**src/hw/rtl/lkws_pkg.sv**
```systemverilog
// ----------------------------------------------------------------------------
// lkws_pkg
// Shared types, widths and command codes of the window flow solver.
// ----------------------------------------------------------------------------
package lkws_pkg;

  localparam int GRAD_W      = 12;
  localparam int FLOW_W      = 32;
  localparam int LIMIT_W     = 57;
  localparam int FRAC_W      = 16;
  localparam int MAX_WINDOW_DEF = 64;

  // operand pair of the shared solve multiplier
  localparam logic [2:0] MS_XX_YY = 3'd0;
  localparam logic [2:0] MS_XY_XY = 3'd1;
  localparam logic [2:0] MS_XY_YT = 3'd2;
  localparam logic [2:0] MS_YY_XT = 3'd3;
  localparam logic [2:0] MS_XY_XT = 3'd4;
  localparam logic [2:0] MS_XX_YT = 3'd5;

  // what the accumulator does with the registered product
  localparam logic [2:0] AO_NONE = 3'd0;
  localparam logic [2:0] AO_LOAD = 3'd1;
  localparam logic [2:0] AO_DET  = 3'd2;
  localparam logic [2:0] AO_NU   = 3'd3;
  localparam logic [2:0] AO_NV   = 3'd4;

  typedef struct packed {
    logic signed [GRAD_W-1:0] grad_x;
    logic signed [GRAD_W-1:0] grad_y;
    logic signed [GRAD_W-1:0] grad_t;
    logic                     last_sample;
  } in_item_t;

  typedef struct packed {
    logic signed [FLOW_W-1:0] flow_x;
    logic signed [FLOW_W-1:0] flow_y;
    logic                     solved;
  } out_item_t;

  typedef struct packed {
    logic       accumulate;
    logic       clear;
    logic [2:0] mul_sel;
    logic [2:0] acc_op;
    logic       div_start;
    logic       div_sel;
    logic       store_zero;
    logic       store_x;
    logic       store_y;
    logic       load_out;
  } cmd_t;

  typedef struct packed {
    logic singular;
    logic div_done;
  } status_t;

endpackage

```
**src/hw/rtl/lkws_ctrl.sv**
```systemverilog
// ----------------------------------------------------------------------------
// lkws_ctrl
// Controller: takes samples, steps the solve products, runs both divisions
// and hands the result to the output register.
// ----------------------------------------------------------------------------
module lkws_ctrl
  import lkws_pkg::*;
(
  input  logic     clk,
  input  logic     rst,
  input  logic     in_valid,
  output logic     in_stall,
  input  logic     in_last,
  output logic     out_valid,
  input  logic     out_stall,
  output cmd_t     cmd,
  input  status_t  status
);

  localparam logic [2:0] S_IDLE   = 3'd0;
  localparam logic [2:0] S_MUL    = 3'd1;
  localparam logic [2:0] S_CHECK  = 3'd2;
  localparam logic [2:0] S_DIVX   = 3'd3;
  localparam logic [2:0] S_DIVY   = 3'd4;
  localparam logic [2:0] S_FINISH = 3'd5;

  localparam logic [2:0] LAST_STEP = 3'd6;

  logic [2:0] state, state_next;
  logic [2:0] step;
  logic       out_free;

  assign in_stall = state != S_IDLE;
  assign out_free = !out_valid || !out_stall;

  always_comb begin
    cmd        = '0;
    cmd.mul_sel = MS_XX_YY;
    cmd.acc_op  = AO_NONE;
    state_next = state;
    unique case (state)
      S_IDLE: begin
        if (in_valid) begin
          cmd.accumulate = 1'b1;
          if (in_last) begin
            state_next = S_MUL;
          end
        end
      end
      S_MUL: begin
        unique case (step)
          3'd0: begin cmd.mul_sel = MS_XX_YY; cmd.acc_op = AO_NONE; end
          3'd1: begin cmd.mul_sel = MS_XY_XY; cmd.acc_op = AO_LOAD; end
          3'd2: begin cmd.mul_sel = MS_XY_YT; cmd.acc_op = AO_DET;  end
          3'd3: begin cmd.mul_sel = MS_YY_XT; cmd.acc_op = AO_LOAD; end
          3'd4: begin cmd.mul_sel = MS_XY_XT; cmd.acc_op = AO_NU;   end
          3'd5: begin cmd.mul_sel = MS_XX_YT; cmd.acc_op = AO_LOAD; end
          default: begin cmd.mul_sel = MS_XX_YY; cmd.acc_op = AO_NV; end
        endcase
        if (step == LAST_STEP) begin
          cmd.clear  = 1'b1;
          state_next = S_CHECK;
        end
      end
      S_CHECK: begin
        if (status.singular) begin
          cmd.store_zero = 1'b1;
          state_next     = S_FINISH;
        end else begin
          cmd.div_start = 1'b1;
          state_next    = S_DIVX;
        end
      end
      S_DIVX: begin
        if (status.div_done) begin
          cmd.store_x   = 1'b1;
          cmd.div_start = 1'b1;
          cmd.div_sel   = 1'b1;
          state_next    = S_DIVY;
        end
      end
      S_DIVY: begin
        cmd.div_sel = 1'b1;
        if (status.div_done) begin
          cmd.store_y = 1'b1;
          state_next  = S_FINISH;
        end
      end
      S_FINISH: begin
        if (out_free) begin
          cmd.load_out = 1'b1;
          state_next   = S_IDLE;
        end
      end
      default: state_next = S_IDLE;
    endcase
  end

  always_ff @(posedge clk) begin
    if (rst) begin
      state     <= S_IDLE;
      step      <= '0;
      out_valid <= 1'b0;
    end else begin
      state <= state_next;
      step  <= (state == S_MUL) ? step + 1'b1 : '0;
      if (cmd.load_out) begin
        out_valid <= 1'b1;
      end else if (!out_stall) begin
        out_valid <= 1'b0;
      end
    end
  end

endmodule

```
**config.mk**
```make
export PLATFORM = sky130hd
export DESIGN_NAME = lkws_ctrl
export DESIGN_NICKNAME = d
export VERILOG_FILES = /design/src/hw/rtl/lkws_pkg.sv /design/src/hw/rtl/lkws_ctrl.sv
export SDC_FILE = /design/constraint.sdc
export NUM_CORES = 1
export LEC_CHECK = 0
export ABC_AREA = 1
export BUFFER_PORTS_ARGS = -buffer_cell sky130_fd_sc_hd__buf_4
export CORE_MARGIN = 8
export CORE_UTILIZATION = 40
export CTS_BUF_LIST = sky130_fd_sc_hd__clkbuf_8 sky130_fd_sc_hd__clkbuf_16
export CTS_CLUSTER_SIZE = 14
export DETAILED_ROUTE_END_ITERATION = 16
export GPL_TIMING_DRIVEN = 0
export PLACE_DENSITY = 0.7
export SETUP_SLACK_MARGIN = 0.05
export SLEW_MARGIN = 20
export SYNTH_ARGS = -nofsm -noshare
export SYNTH_HDL_FRONTEND = slang
export SYNTH_SLANG_ARGS = --single-unit
```
**constraint.sdc**
```tcl
create_clock -name clk -period 1.7 [get_ports clk]
set_clock_uncertainty 0.2 [all_clocks]
set_input_delay 0 -clock clk [delete_from_list [all_inputs] [get_ports clk]]
set_output_delay 0 -clock clk [all_outputs]
set_load 0.005 [all_outputs]
```
==> results.ini <==
[status]
status = completed

[timing]
setup_tns_ps = 0
finalHoldViolations = 0
setup_viol = 0
clock.fmax_mhz = 644.3
relSlewSlack_pct = 83.06
tightest_slew_ps = 253.8
period_share_pct = 91.29
hold_slack_ps = 63.07
period_needed_ps = 1552
rsz0062_at_grt = yes
drv_slew = 0

[layout]
nets = 135
area_growth_pct = 48.55
diodes = 0
drive_gt1_share_pct = 34.96
final_area_um2 = 830.8

[worst_setup_path]
slowest_stage = dfxtp_1
r2r.worst_path.cells = 7
rr_startpoint = state[2]$_SDFFE_PP0P_
worstSetupPathType = flip-flop to output pin
critPathMaxStageDelay_ps = 450
worstPathRequired_ps = 1500
cp.arrival_ps = 1350
cp-end-kind = output pin
crit_fanout = 6
ff2ff_setup_slack_ps = 200
reg2reg_to = state[2]$_SDFFE_PP0P_
worstSetupStartpointType = flip-flop
path_cells = inv_2 > nand3_2 > inv_1 > nand3_1 > inv_1 > nand2_1 > nand2_1 > buf_4

[logic_synthesis]
synth_ff_type = dfxtp_1
syn_avg_cell_area_um2 = 6.014
synth_top_family_by_area = simple AND/OR/NAND/NOR gates
seq_area_frac_synth_pct = 25.06
synth_simple_gate_area_share_pct = 48.32
yosys-mux-area-fraction_pct = 0
ys_ff_latch = 7
synth_top_cell_by_area = dfxtp_1
netlist_area_um2 = 559.3
synth_compound_gate_area_share_pct = 6.264
async_reset_ff_share_pct = 0
synth_top_area_share_pct = 25.06
syn-num-nets = 104
synth_most_common_cell = nand2_1
synth-edff-count = 0
synth_cell_type_count = 15
syn_inst = 93
synth_fa_ha_area_share_pct = 8.949
synth_commonest_cells = 21 x nand2_1, 16 x nor2_1, 14 x inv_1
synth_xor_area_share_pct = 0
synthTopCellsByArea = dfxtp_1 25%, nand2_1 14%, nor2_1 11%, inv_1 9.4%, ha_1 8.9%
yosysWarnings = 0

[die]
die_height_um = 53.39
rows = 13
die_x_um = 53.39
die-area_mm2 = 0.002850
io_pins = 23
core-area_mm2 = 0.001301
start_util_pct = 42.98

[min_path]
hold_class = input pin to flip-flop
hp-start = status[1]
hold_end = state[1]$_SDFFE_PP0P_
hold_depth = 6

[global_route]
grt_pass1_wl_mm = 2.270
grt_max_degree = 9
grt_pass1_vias = 576
grtUsageTotal_pct = 10.32
grt_antenna_before_repair = 0
overflow = 0

[drt]
drtAntennaViolNets = 0
vias_per_cell = 4.754
drt_iter0_drc = 8
vias = 656
firstDrtPassIters = 2
drcViolationCount = 0
avgRoutedWirePerCell_um = 10.59
drt_wl_total_mm = 1.461

[clocking]
numClockSinks = 7
clock_latency_ps = 230
ctsHtreeMaxLevel = 1
cts_tree = built
cts_buffers = 3
cts_buffer_depth = 2
root_buffer = clkbuf_8
clkSlewWorstSetupHoldPaths_ps = 40

[power]
power_density_mw_per_mm2 = 1269
vdd_ir_drop_max_uv = 815.5
p_leak_nw = 0.4549

[place]
io_buffer_count = 22
placed_area_um2 = 743.2
gp_congestion = 0.7678
dpl.hpwl_mm = 1.189

[flow_run]
maxCapViolCount = 0

final cells by class:
type	instances	area, um2
flip-flops and latches	7	143.9
well taps	15	18.77
multi-input cells	69	355.3
repair buffers	26	202.7
clock inverters	1	5.005
clock buffers	3	41.29
fillers	132	470.5
inverters	17	63.81
flip-flops by register name (all words and copies together), names as in the netlist:
register / count
state: 3
out_valid: 1
step: 3
cells by family after synthesis:
logic type	after synthesis
and+or+nand+nor	58
AOI/OAI and AO/OA	7
buffers and inverters	17
adders and majority gates	4
DFF	7
how the worst max path moves through the flow:
stage                                      from                    end  slack [ps]  cells past startpoint
after floorplan              step[0]$_SDFF_PP0_  state[0]$_SDFFE_PP0P_         300                     10
final                     state[2]$_SDFFE_PP0P_                 cmd[7]         150                      8
after global placement       step[0]$_SDFF_PP0_  state[0]$_SDFFE_PP0P_         200                     10
after CTS                 state[2]$_SDFFE_PP0P_                 cmd[7]          60                      8
after global routing      state[2]$_SDFFE_PP0P_                 cmd[7]          10                      8
after detailed placement     step[0]$_SDFF_PP0_  state[0]$_SDFFE_PP0P_         170                     10
through the flow:
| step | worst slack (ps) | std cells | total power, mW | utilization [%] |
|---|---|---|---|---|
| 3_5_place_dp | 173.8 | 130 | 0.8008 | 57.12 |
| 4_1_cts | 61.27 | 137 | 1.048 | 62.98 |
| 5_1_grt | 14.70 | 138 | 1.151 | 63.85 |
| 6_report | 148.0 | 138 | 1.055 | 63.85 |
| 3_3_place_gp | 198.0 | 130 | 0.7958 | 57.12 |
| 2_1_floorplan | 302.7 | 93 | 0.6151 | - |
cell usage in the layout, fill, tap and decap left out:
master         instances
nand2_1               21
inv_2                  3
clkbuf_8               3
buf_4                 23
clkinv_2               1
nand3_2                3
nand3_1                9
dfxtp_2                3
nand4_1                1
or2_0                  1
ha_1                   4
o21ai_0                3
dlygate4sd3_1          3
nor2_2                 4
nand2_2                2
a21oi_1                4
dfxtp_1                4
or2_2                  1
inv_1                 14
nor2_1                16
metal layers:
layer  part of all wire [%]  track usage [%]  vias up
met5                      0                0        -
met4                      0            2.521        0
li1                       -                -      346
met1                     41            9.561      291
met2                     52            19.92       19
met3                    7.7            4.482        0
worst max-delay path, delay by kind of cell (launching register included):
kind / cells / cell delay, ps
flops: 1 / 450
buf+inv: 4 / 370
simple gates: 4 / 300
report_power, final:
| group | internal, mW | switching [mW] | total, mW |
|---|---|---|---|
| registers | 0.208 | 0.0678 | 0.276 |
| clock network | 0.159 | 0.0767 | 0.236 |
| logic | 0.238 | 0.305 | 0.543 |
| total | 0.605 | 0.450 | 1.05 |
repair_timing:
action / CTS / global route
resized for setup: 0 / 3
buffers inserted: 0 / 1
hold endpoints to repair: 7 / 0
hold buffers: 3 / 0
endpoints found under the setup margin: 0 / 5
No activity file was read; power rests on OpenSTA's default activity.
